==> config.mk <==
export PLATFORM = sky130hd
export DESIGN_NAME = interpolated_sine_tone_generator_top_flat
export DESIGN_NICKNAME = d
export VERILOG_FILES = /design/src/rtl/ist_pkg.sv /design/src/rtl/ist_if.sv /design/src/rtl/ist_interp.sv /design/src/rtl/interpolated_sine_tone_generator_top.sv /design/src/flat_wrapper.sv
export SDC_FILE = /design/constraint.sdc
export NUM_CORES = 2
export LEC_CHECK = 0
export BUFFER_PORTS_ARGS = -buffer_cell sky130_fd_sc_hd__buf_2
export CORE_MARGIN = 10
export CORE_UTILIZATION = 63
export CTS_BUF_LIST = sky130_fd_sc_hd__clkbuf_8
export CTS_CLUSTER_SIZE = 40
export DETAILED_ROUTE_END_ITERATION = 16
export PLACE_DENSITY = 0.79
export SETUP_SLACK_MARGIN = 0.1
export SYNTH_ARGS = -nofsm -noshare
export SYNTH_HDL_FRONTEND = slang
export SYNTH_HIERARCHICAL = 1
export SYNTH_SLANG_ARGS = --single-unit
export TNS_END_PERCENT = 100
==> constraint.sdc <==
create_clock -name clock -period 23 [get_ports clock]
set_clock_uncertainty 0.15 [all_clocks]
set_input_delay 2.3 -clock clock [delete_from_list [all_inputs] [get_ports clock]]
set_output_delay 2.3 -clock clock [all_outputs]
set_load 0.01 [all_outputs]
==> src/rtl/ist_pkg.sv <==
`timescale 1ns / 1ps
package ist_pkg;

   localparam int TABLE_ENTRIES = 256;
   localparam int ADDR_W        = $clog2(TABLE_ENTRIES);
   localparam int MAX_CHANNELS  = 8;
   localparam int CHAN_W        = 3;
   localparam int COUNT_W       = 4;
   localparam int PHASE_W       = 32;
   localparam int FRAC_W        = 16;
   localparam int SAMPLE_W      = 16;
   localparam int AMP_W         = 15;
   localparam int CSR_INDEX_W   = 4;
   localparam int CSR_DATA_W    = 32;

   localparam logic [CSR_INDEX_W-1:0] REG_PHASE_STEP    = 4'd0;
   localparam logic [CSR_INDEX_W-1:0] REG_AMPLITUDE     = 4'd1;
   localparam logic [CSR_INDEX_W-1:0] REG_CHANNEL_COUNT = 4'd2;

   localparam logic [63:0] PI_Q62 = 64'hC90FDAA22168C235;

   typedef logic [TABLE_ENTRIES-1:0][SAMPLE_W-1:0] rom_type;

   typedef struct packed {
      logic rom_rd;
      logic interp_en;
      logic scale_en;
      logic mult_en;
   } ctrl_type;

   function automatic logic [63:0] mul_q62(input logic [63:0] a, input logic [63:0] b);
      logic [127:0] p;
      p = 128'(a) * 128'(b);
      return p[125:62];
   endfunction

   function automatic logic [63:0] series_sin(input logic [63:0] x);
      logic [63:0] x2;
      logic [63:0] term;
      logic [63:0] sum;
      x2   = mul_q62(x, x);
      term = x;
      sum  = x;
      for (int n = 1; n <= 6; n++) begin
         case (n)
            1: term = mul_q62(term, x2) / 64'd6;
            2: term = mul_q62(term, x2) / 64'd20;
            3: term = mul_q62(term, x2) / 64'd42;
            4: term = mul_q62(term, x2) / 64'd72;
            5: term = mul_q62(term, x2) / 64'd110;
            default: term = mul_q62(term, x2) / 64'd156;
         endcase
         if (n % 2 == 1) begin
            sum = sum - term;
         end else begin
            sum = sum + term;
         end
      end
      return sum;
   endfunction

   function automatic rom_type build_rom();
      rom_type            rom;
      logic [63:0]        step;
      logic [63:0]        prod;
      logic signed [31:0] v;
      int                 k;
      step = PI_Q62 / (TABLE_ENTRIES / 2);
      for (int i = 0; i < TABLE_ENTRIES; i++) begin
         k = i % (TABLE_ENTRIES / 2);
         if (k > TABLE_ENTRIES / 4) begin
            k = TABLE_ENTRIES / 2 - k;
         end
         prod = mul_q62(series_sin(step * 64'(k)), 64'd32767);
         v    = prod[31:0];
         if (v > 32'sd32767) begin
            v = 32'sd32767;
         end
         if (i >= TABLE_ENTRIES / 2) begin
            v = -v;
         end
         rom[i] = v[SAMPLE_W-1:0];
      end
      return rom;
   endfunction

   localparam rom_type SINE_ROM = build_rom();

endpackage

==> src/rtl/ist_if.sv <==
`timescale 1ns / 1ps
interface ist_req_if;
   logic valid;
   logic ready;
   logic frame_tick;
   modport source (output valid, output frame_tick, input ready);
   modport sink (input valid, input frame_tick, output ready);
endinterface

interface ist_rsp_if;
   import ist_pkg::*;
   logic                valid;
   logic                ready;
   logic [SAMPLE_W-1:0] sample;
   logic [CHAN_W-1:0]   channel_index;
   logic                last_channel;
   modport source (output valid, output sample, output channel_index, output last_channel,
                   input ready);
   modport sink (input valid, input sample, input channel_index, input last_channel,
                 output ready);
endinterface

interface ist_csr_if;
   import ist_pkg::*;
   logic                   valid;
   logic                   ready;
   logic [CSR_INDEX_W-1:0] index;
   logic [CSR_DATA_W-1:0]  data;
   modport source (output valid, output index, output data, input ready);
   modport sink (input valid, input index, input data, output ready);
endinterface

==> src/rtl/ist_interp.sv <==
`timescale 1ns / 1ps
module ist_interp (
   input  logic                                clock,
   input  ist_pkg::ctrl_type                   ctrl,
   input  logic [ist_pkg::PHASE_W-1:0]         phase,
   input  logic [ist_pkg::AMP_W-1:0]           amplitude,
   output logic signed [ist_pkg::SAMPLE_W-1:0] sample
);
   import ist_pkg::*;

   logic signed [SAMPLE_W-1:0]         first_ff;
   logic signed [SAMPLE_W-1:0]         second_ff;
   logic [FRAC_W-1:0]                  frac_ff;
   logic signed [SAMPLE_W+FRAC_W+1:0]  prod_ff;
   logic signed [SAMPLE_W:0]           interp_ff;
   logic signed [SAMPLE_W-1:0]         sample_ff;

   logic [ADDR_W-1:0]                  idx;
   logic [ADDR_W-1:0]                  nxt;
   logic signed [SAMPLE_W:0]           diff;
   logic signed [SAMPLE_W+FRAC_W+1:0]  prod_in;
   logic signed [SAMPLE_W+1:0]         interp_wide;
   logic signed [SAMPLE_W+AMP_W+1:0]   scaled;

   assign idx         = phase[PHASE_W-1 -: ADDR_W];
   assign nxt         = idx + 1'b1;
   assign diff        = (SAMPLE_W+1)'(second_ff) - (SAMPLE_W+1)'(first_ff);
   assign prod_in     = (SAMPLE_W+FRAC_W+2)'(diff)
                        * (SAMPLE_W+FRAC_W+2)'(signed'({1'b0, frac_ff}));
   assign interp_wide = (SAMPLE_W+2)'(first_ff) + (SAMPLE_W+2)'(prod_ff >>> FRAC_W);
   assign scaled      = (SAMPLE_W+AMP_W+2)'(interp_ff)
                        * (SAMPLE_W+AMP_W+2)'(signed'({1'b0, amplitude}));

   always_ff @(posedge clock) begin
      if (ctrl.rom_rd) begin
         first_ff  <= SINE_ROM[idx];
         second_ff <= SINE_ROM[nxt];
         frac_ff   <= phase[PHASE_W-ADDR_W-1 -: FRAC_W];
      end
      if (ctrl.interp_en) begin
         prod_ff <= prod_in;
      end
      if (ctrl.scale_en) begin
         interp_ff <= interp_wide[SAMPLE_W:0];
      end
      if (ctrl.mult_en) begin
         sample_ff <= scaled[AMP_W +: SAMPLE_W];
      end
   end

   assign sample = sample_ff;

endmodule

==> src/rtl/interpolated_sine_tone_generator_top.sv <==
`timescale 1ns / 1ps
// Channel   Dir  Payload                                   Transfer
// req_bus   in   frame_tick                                valid & ready
// rsp_bus   out  sample, channel_index, last_channel       valid & ready
// csr_bus   in   index, data (0 step, 1 amplitude, 2 chans) valid & ready
//
// A frame passes through ROM read, interpolate, scale and multiply, then
// one channel result per cycle while rsp is ready; ready returns the cycle after the last.
// A tick of 0 or a channel count of 0 is taken in idle and emits nothing.
// Reset clears phase, step and amplitude, sets the channel count to 1 and idles control; the ROM is constant.
// rsp stalls hold the current channel result; req is not taken until done.
module interpolated_sine_tone_generator_top (
   input  logic      clock,
   input  logic      reset,
   ist_req_if.sink   req_bus,
   ist_rsp_if.source rsp_bus,
   ist_csr_if.sink   csr_bus
);
   import ist_pkg::*;

   localparam logic [2:0] S_IDLE   = 3'd0;
   localparam logic [2:0] S_INTERP = 3'd1;
   localparam logic [2:0] S_SCALE  = 3'd2;
   localparam logic [2:0] S_MULT   = 3'd3;
   localparam logic [2:0] S_EMIT   = 3'd4;

   logic [2:0]         state_ff, state_in;
   logic [PHASE_W-1:0] phase_ff, phase_in;
   logic [PHASE_W-1:0] step_ff;
   logic [AMP_W-1:0]   amp_ff;
   logic [COUNT_W-1:0] count_ff;
   logic [COUNT_W-1:0] chans_ff, chans_in;
   logic [CHAN_W-1:0]  chan_ff, chan_in;

   logic                      req_xfer;
   logic                      rsp_xfer;
   logic                      last;
   logic [COUNT_W-1:0]        chans_sat;
   ctrl_type                  ctrl;
   logic signed [SAMPLE_W-1:0] sample;

   assign req_bus.ready = (state_ff == S_IDLE);
   assign csr_bus.ready = 1'b1;
   assign req_xfer      = req_bus.valid && req_bus.ready;
   assign rsp_xfer      = rsp_bus.valid && rsp_bus.ready;
   assign chans_sat     = (count_ff > COUNT_W'(MAX_CHANNELS)) ? COUNT_W'(MAX_CHANNELS) : count_ff;
   assign last          = (COUNT_W'(chan_ff) + 1'b1) == chans_ff;

   assign ctrl.rom_rd    = req_xfer;
   assign ctrl.interp_en = (state_ff == S_INTERP);
   assign ctrl.scale_en  = (state_ff == S_SCALE);
   assign ctrl.mult_en   = (state_ff == S_MULT);

   always_comb begin
      state_in = state_ff;
      phase_in = phase_ff;
      chans_in = chans_ff;
      chan_in  = chan_ff;
      unique case (state_ff)
         S_IDLE: begin
            if (req_xfer && req_bus.frame_tick) begin
               phase_in = phase_ff + step_ff;
               chans_in = chans_sat;
               chan_in  = '0;
               if (chans_sat != '0) begin
                  state_in = S_INTERP;
               end
            end
         end
         S_INTERP: state_in = S_SCALE;
         S_SCALE:  state_in = S_MULT;
         S_MULT:   state_in = S_EMIT;
         S_EMIT: begin
            if (rsp_xfer) begin
               if (last) begin
                  state_in = S_IDLE;
               end else begin
                  chan_in = chan_ff + 1'b1;
               end
            end
         end
         default: state_in = S_IDLE;
      endcase
   end

   always_ff @(posedge clock) begin
      if (reset) begin
         state_ff <= S_IDLE;
         phase_ff <= '0;
         step_ff  <= '0;
         amp_ff   <= '0;
         count_ff <= COUNT_W'(1);
         chans_ff <= '0;
         chan_ff  <= '0;
      end else begin
         state_ff <= state_in;
         phase_ff <= phase_in;
         chans_ff <= chans_in;
         chan_ff  <= chan_in;
         if (csr_bus.valid && csr_bus.ready) begin
            unique case (csr_bus.index)
               REG_PHASE_STEP:    step_ff  <= csr_bus.data[PHASE_W-1:0];
               REG_AMPLITUDE:     amp_ff   <= csr_bus.data[AMP_W-1:0];
               REG_CHANNEL_COUNT: count_ff <= csr_bus.data[COUNT_W-1:0];
               default: ;
            endcase
         end
      end
   end

   ist_interp u_interp (
      .clock     (clock),
      .ctrl      (ctrl),
      .phase     (phase_ff),
      .amplitude (amp_ff),
      .sample    (sample)
   );

   assign rsp_bus.valid         = (state_ff == S_EMIT);
   assign rsp_bus.sample        = sample;
   assign rsp_bus.channel_index = chan_ff;
   assign rsp_bus.last_channel  = last;

endmodule

==> src/flat_wrapper.sv <==
// flat-port wrapper written by rule: the top's interface ports become plain ports
module interpolated_sine_tone_generator_top_flat import ist_pkg::*;
  (clock, reset, req_bus_valid, req_bus_frame_tick, req_bus_ready, rsp_bus_valid, rsp_bus_sample, rsp_bus_channel_index, rsp_bus_last_channel, rsp_bus_ready, csr_bus_valid, csr_bus_index, csr_bus_data, csr_bus_ready);
  ist_req_if req_bus_i ();
  ist_rsp_if rsp_bus_i ();
  ist_csr_if csr_bus_i ();
  input  logic clock;
  input  logic reset;
  input wire logic [$bits(req_bus_i.valid)-1:0] req_bus_valid;
  input wire logic [$bits(req_bus_i.frame_tick)-1:0] req_bus_frame_tick;
  output wire logic [$bits(req_bus_i.ready)-1:0] req_bus_ready;
  output wire logic [$bits(rsp_bus_i.valid)-1:0] rsp_bus_valid;
  output wire logic [$bits(rsp_bus_i.sample)-1:0] rsp_bus_sample;
  output wire logic [$bits(rsp_bus_i.channel_index)-1:0] rsp_bus_channel_index;
  output wire logic [$bits(rsp_bus_i.last_channel)-1:0] rsp_bus_last_channel;
  input wire logic [$bits(rsp_bus_i.ready)-1:0] rsp_bus_ready;
  input wire logic [$bits(csr_bus_i.valid)-1:0] csr_bus_valid;
  input wire logic [$bits(csr_bus_i.index)-1:0] csr_bus_index;
  input wire logic [$bits(csr_bus_i.data)-1:0] csr_bus_data;
  output wire logic [$bits(csr_bus_i.ready)-1:0] csr_bus_ready;
  assign req_bus_i.valid = req_bus_valid;
  assign req_bus_i.frame_tick = req_bus_frame_tick;
  assign req_bus_ready = req_bus_i.ready;
  assign rsp_bus_valid = rsp_bus_i.valid;
  assign rsp_bus_sample = rsp_bus_i.sample;
  assign rsp_bus_channel_index = rsp_bus_i.channel_index;
  assign rsp_bus_last_channel = rsp_bus_i.last_channel;
  assign rsp_bus_i.ready = rsp_bus_ready;
  assign csr_bus_i.valid = csr_bus_valid;
  assign csr_bus_i.index = csr_bus_index;
  assign csr_bus_i.data = csr_bus_data;
  assign csr_bus_ready = csr_bus_i.ready;
  interpolated_sine_tone_generator_top u_core (.clock(clock), .reset(reset), .req_bus(req_bus_i), .rsp_bus(rsp_bus_i), .csr_bus(csr_bus_i));
endmodule
==> summary.md <==
| Metric | Value |
|---|---|
| Status | `finished clean` |
| Hold buffers post-CTS | `0` |
| Crit path max fanout | `23` |
| Ys Warns | `6` |
| DRT Pass-1 Iters | `8` |
| Post-synth top flop | `edfxtp_1` |
| Seq/Total Area, Yosys | `0.126` |
| # IOs | `65` |
| Total clock buffers created by CTS | `17` |
| Min cycle time layout | `9310 ps` |
| Critical path arrival | `9500 ps` |
| Grt ovf | `0` |
| Top-count cell post-synth | `inv_1` |
| Tightest Pin Transition | `1190 ps` |
| Post-route setup TNS | `0 ps` |
| Mapped Nets | `5545` |
| WL/cell | `24.8 um` |
| Setup bufs post-CTS | `0` |
| Final core occ | `0.650` |
| Synthesized flop and latch total | `191` |
| Mapped Cells | `4726` |
| Synth cell types | `105` |
| Most frequent cells after synthesis | `inv_1, nand2_1, fa_1` |
| Worst-case vdd ir drop | `0.000571 V` |
| GRT Util Overall | `0.373` |
| Antenna Nets Post-Route | `0` |
| CTS root buffer | `clkbuf_8` |
| Top cell type by total area after synthesis | `fa_1` |
| Remaining DRCs | `0` |
| Post-synth ARST share | `0` |
| Critical Path Most Common Cell | `fa_1` |
| Via/cell ratio | `6.65` |
| Area of the multi-input gates | `29500 um^2` |
| Power Total | `0.00720 W` |
| CP peak stage delay | `850 ps` |
| Max Clock Freq | `107 MHz` |
| Max H-tree Level | `4` |
| Total wire length | `132 mm` |
| Initial Util | `0.633` |
| DP Area | `38600 um^2` |
| Clk_lat worst skew | `590 ps` |
| Via count | `35.5k` |
| CTS clock-pin slew for the worst setup and hold paths | `120 ps` |
| Initial antenna violation count | `6` |
| Core footprint | `60100 um^2` |
| HPWL Detailed | `98.8 mm` |
| Die Width | `266 um` |
| HP Class | `reg2reg` |
| Register Area | `4820 um^2` |
| Final Hold Viols | `0` |
| Fraction of layout cells with a size suffix above 1 | `0.0498` |
| Pwr/cell area | `184 nW/um^2` |
| Pleak | `16.9 nW` |
| DP Worst Slack | `13700 ps` |
| Setup WS post-layout | `13690 ps` |
| Max_slew headroom | `0.197` |
| Number of flops mapped to enable cells by yosys | `98` |
| Period utilization | `0.405` |
| Avg Inst Size Synth | `8.06 um^2` |
| Crit path capture type | `flop` |
| Post-route cell area | `39100 um^2` |
| CP max stage cell | `fa_1` |
| Max Cap Viol | `0` |
| CTS tree | `done` |
| Setup violators final | `0` |
| CP Launch Type | `flop` |
| Row cnt | `90` |
| Die Area | `70700 um^2` |
| Largest net degree at the start of global routing | `122` |
| Worst EP required | `23180 ps` |
| Fill count | `5150` |
| Vias in the first global route | `35.3k` |
| First-pass GRT wire length | `205 mm` |
| Synth top area cells | `fa_1, ha_1, edfxtp_1, inv_1, nand2_1` |
| Max-slew violation count | `0` |
| Setup CP Type | `reg2reg` |
| Clock sink count | `191` |
| GP Congestion | `1.05` |
| Iteration-0 DRC Markers | `5298` |
| Resize count post-CTS | `0` |
| Synthesis-to-finish area growth | `2.58%` |
| Port Buffer Count | `63` |
| Syn Std Cell Area | `38100 um^2` |
| Die Y | `266 um` |
| RSZ-0062 raised after global routing | `no` |
| Synth top area share | `0.271` |
| Final #Nets | `5368` |
| Clock buffer depth | `2` |
-- per-layer routing --
metal  wire [um]  track usage  vias to the layer above  part of all wire
li1            -            -                    15600                 -
met1       50000        0.481                    16900              0.38
met2       57500        0.565                     2430              0.43
met3       16100       0.0984                      614              0.12
met4        8650        0.206                        6             0.065
met5          33      0.00284                        -           0.00025
-- worst paths after layout --
path                                                  start  cells after the start                          end  slack (ps)
worst max register to register  u_core/u_interp/first_ff[0]                     30  u_core/u_interp/prod_ff[32]       13690
worst max-delay path            u_core/u_interp/first_ff[0]                     30  u_core/u_interp/prod_ff[32]       13690
worst min register to register           u_core/phase_ff[7]                      2           u_core/phase_ff[7]         320
worst min-delay path                     u_core/phase_ff[7]                      2           u_core/phase_ff[7]         320
-- cell usage in the layout, fill, tap and decap left out, drive strengths merged, types with 39 or more instances in the layout --
| cell | Yosys | final |
|---|---|---|
| a211oi | 80 | 80 |
| a21oi | 317 | 317 |
| a31oi | 65 | 65 |
| and2 | 169 | 169 |
| and3 | 40 | 40 |
| buf | 97 | 127 |
| dfxtp | 93 | 93 |
| edfxtp | 98 | 98 |
| fa | 516 | 516 |
| ha | 261 | 261 |
| inv | 674 | 680 |
| nand2 | 586 | 586 |
| nand2b | 39 | 39 |
| nand3 | 99 | 99 |
| nor2 | 278 | 278 |
| nor3 | 103 | 103 |
| o211ai | 69 | 69 |
| o21ai | 244 | 244 |
| o31ai | 41 | 41 |
| xnor2 | 92 | 92 |
-- stage by stage --
step | instances | hold WS (ps)
2_1_floorplan | 4726 | 282
3_3_place_gp | 5312 | 295
3_5_place_dp | 5312 | 300
4_1_cts | 5344 | 318
5_1_grt | 5346 | 331
6_report | 5346 | 319
-- registers in the layout, summed over array words and instances (netlist names) --
register                      cells
u_core/u_interp/frac_ff          16
u_core/count_ff                   4
u_core/u_interp/interp_ff        17
u_core/u_interp/sample           16
u_core/u_interp/first_ff         16
u_core/step_ff                   32
u_core/rsp_bus.channel_index      3
u_core/u_interp/second_ff        16
u_core/chans_ff                   4
u_core/amp_ff                    15
u_core/u_interp/prod_ff          17
u_core/phase_ff                  32
u_core/state_ff                   3
-- cell type report --
| type | count | area share |
|---|---|---|
| clock inverter | 15 | 0.00490 |
| tap | 782 | 0.0250 |
| sequential | 191 | 0.123 |
| antenna | 2 | 0.000128 |
| multi-input combinational | 3534 | 0.755 |
| clock buffer | 17 | 0.00599 |
| timing repair buffer | 127 | 0.0207 |
| inverter | 678 | 0.0651 |
-- critical path: cells and delay by family (launching register included) --
| family | cells | cell delay, ps |
|---|---|---|
| fa+ha+maj | 8 | 3970 |
| compound gates | 10 | 2560 |
| simple gates | 5 | 840 |
| xor+xnor | 3 | 660 |
| buf+inv | 4 | 480 |
| flops | 1 | 430 |
-- where the power goes --
group,switching [W],internal [W]
Clock,0.000160,0.0000844
Sequential,0.0000711,0.000705
Combinational,0.00364,0.00255
-- cell families after synthesis --
family	share of synthesized area
AND/OR/NAND/NOR	0.181
AO/OA/AOI/OAI	0.194
buffers and inverters	0.102
adder cells (fa/ha/maj)	0.357
flip-flops	0.126
XOR/XNOR	0.0304
multiplexers	0.00877
other	0.0000985
Power figures use the tool's default switching activity.
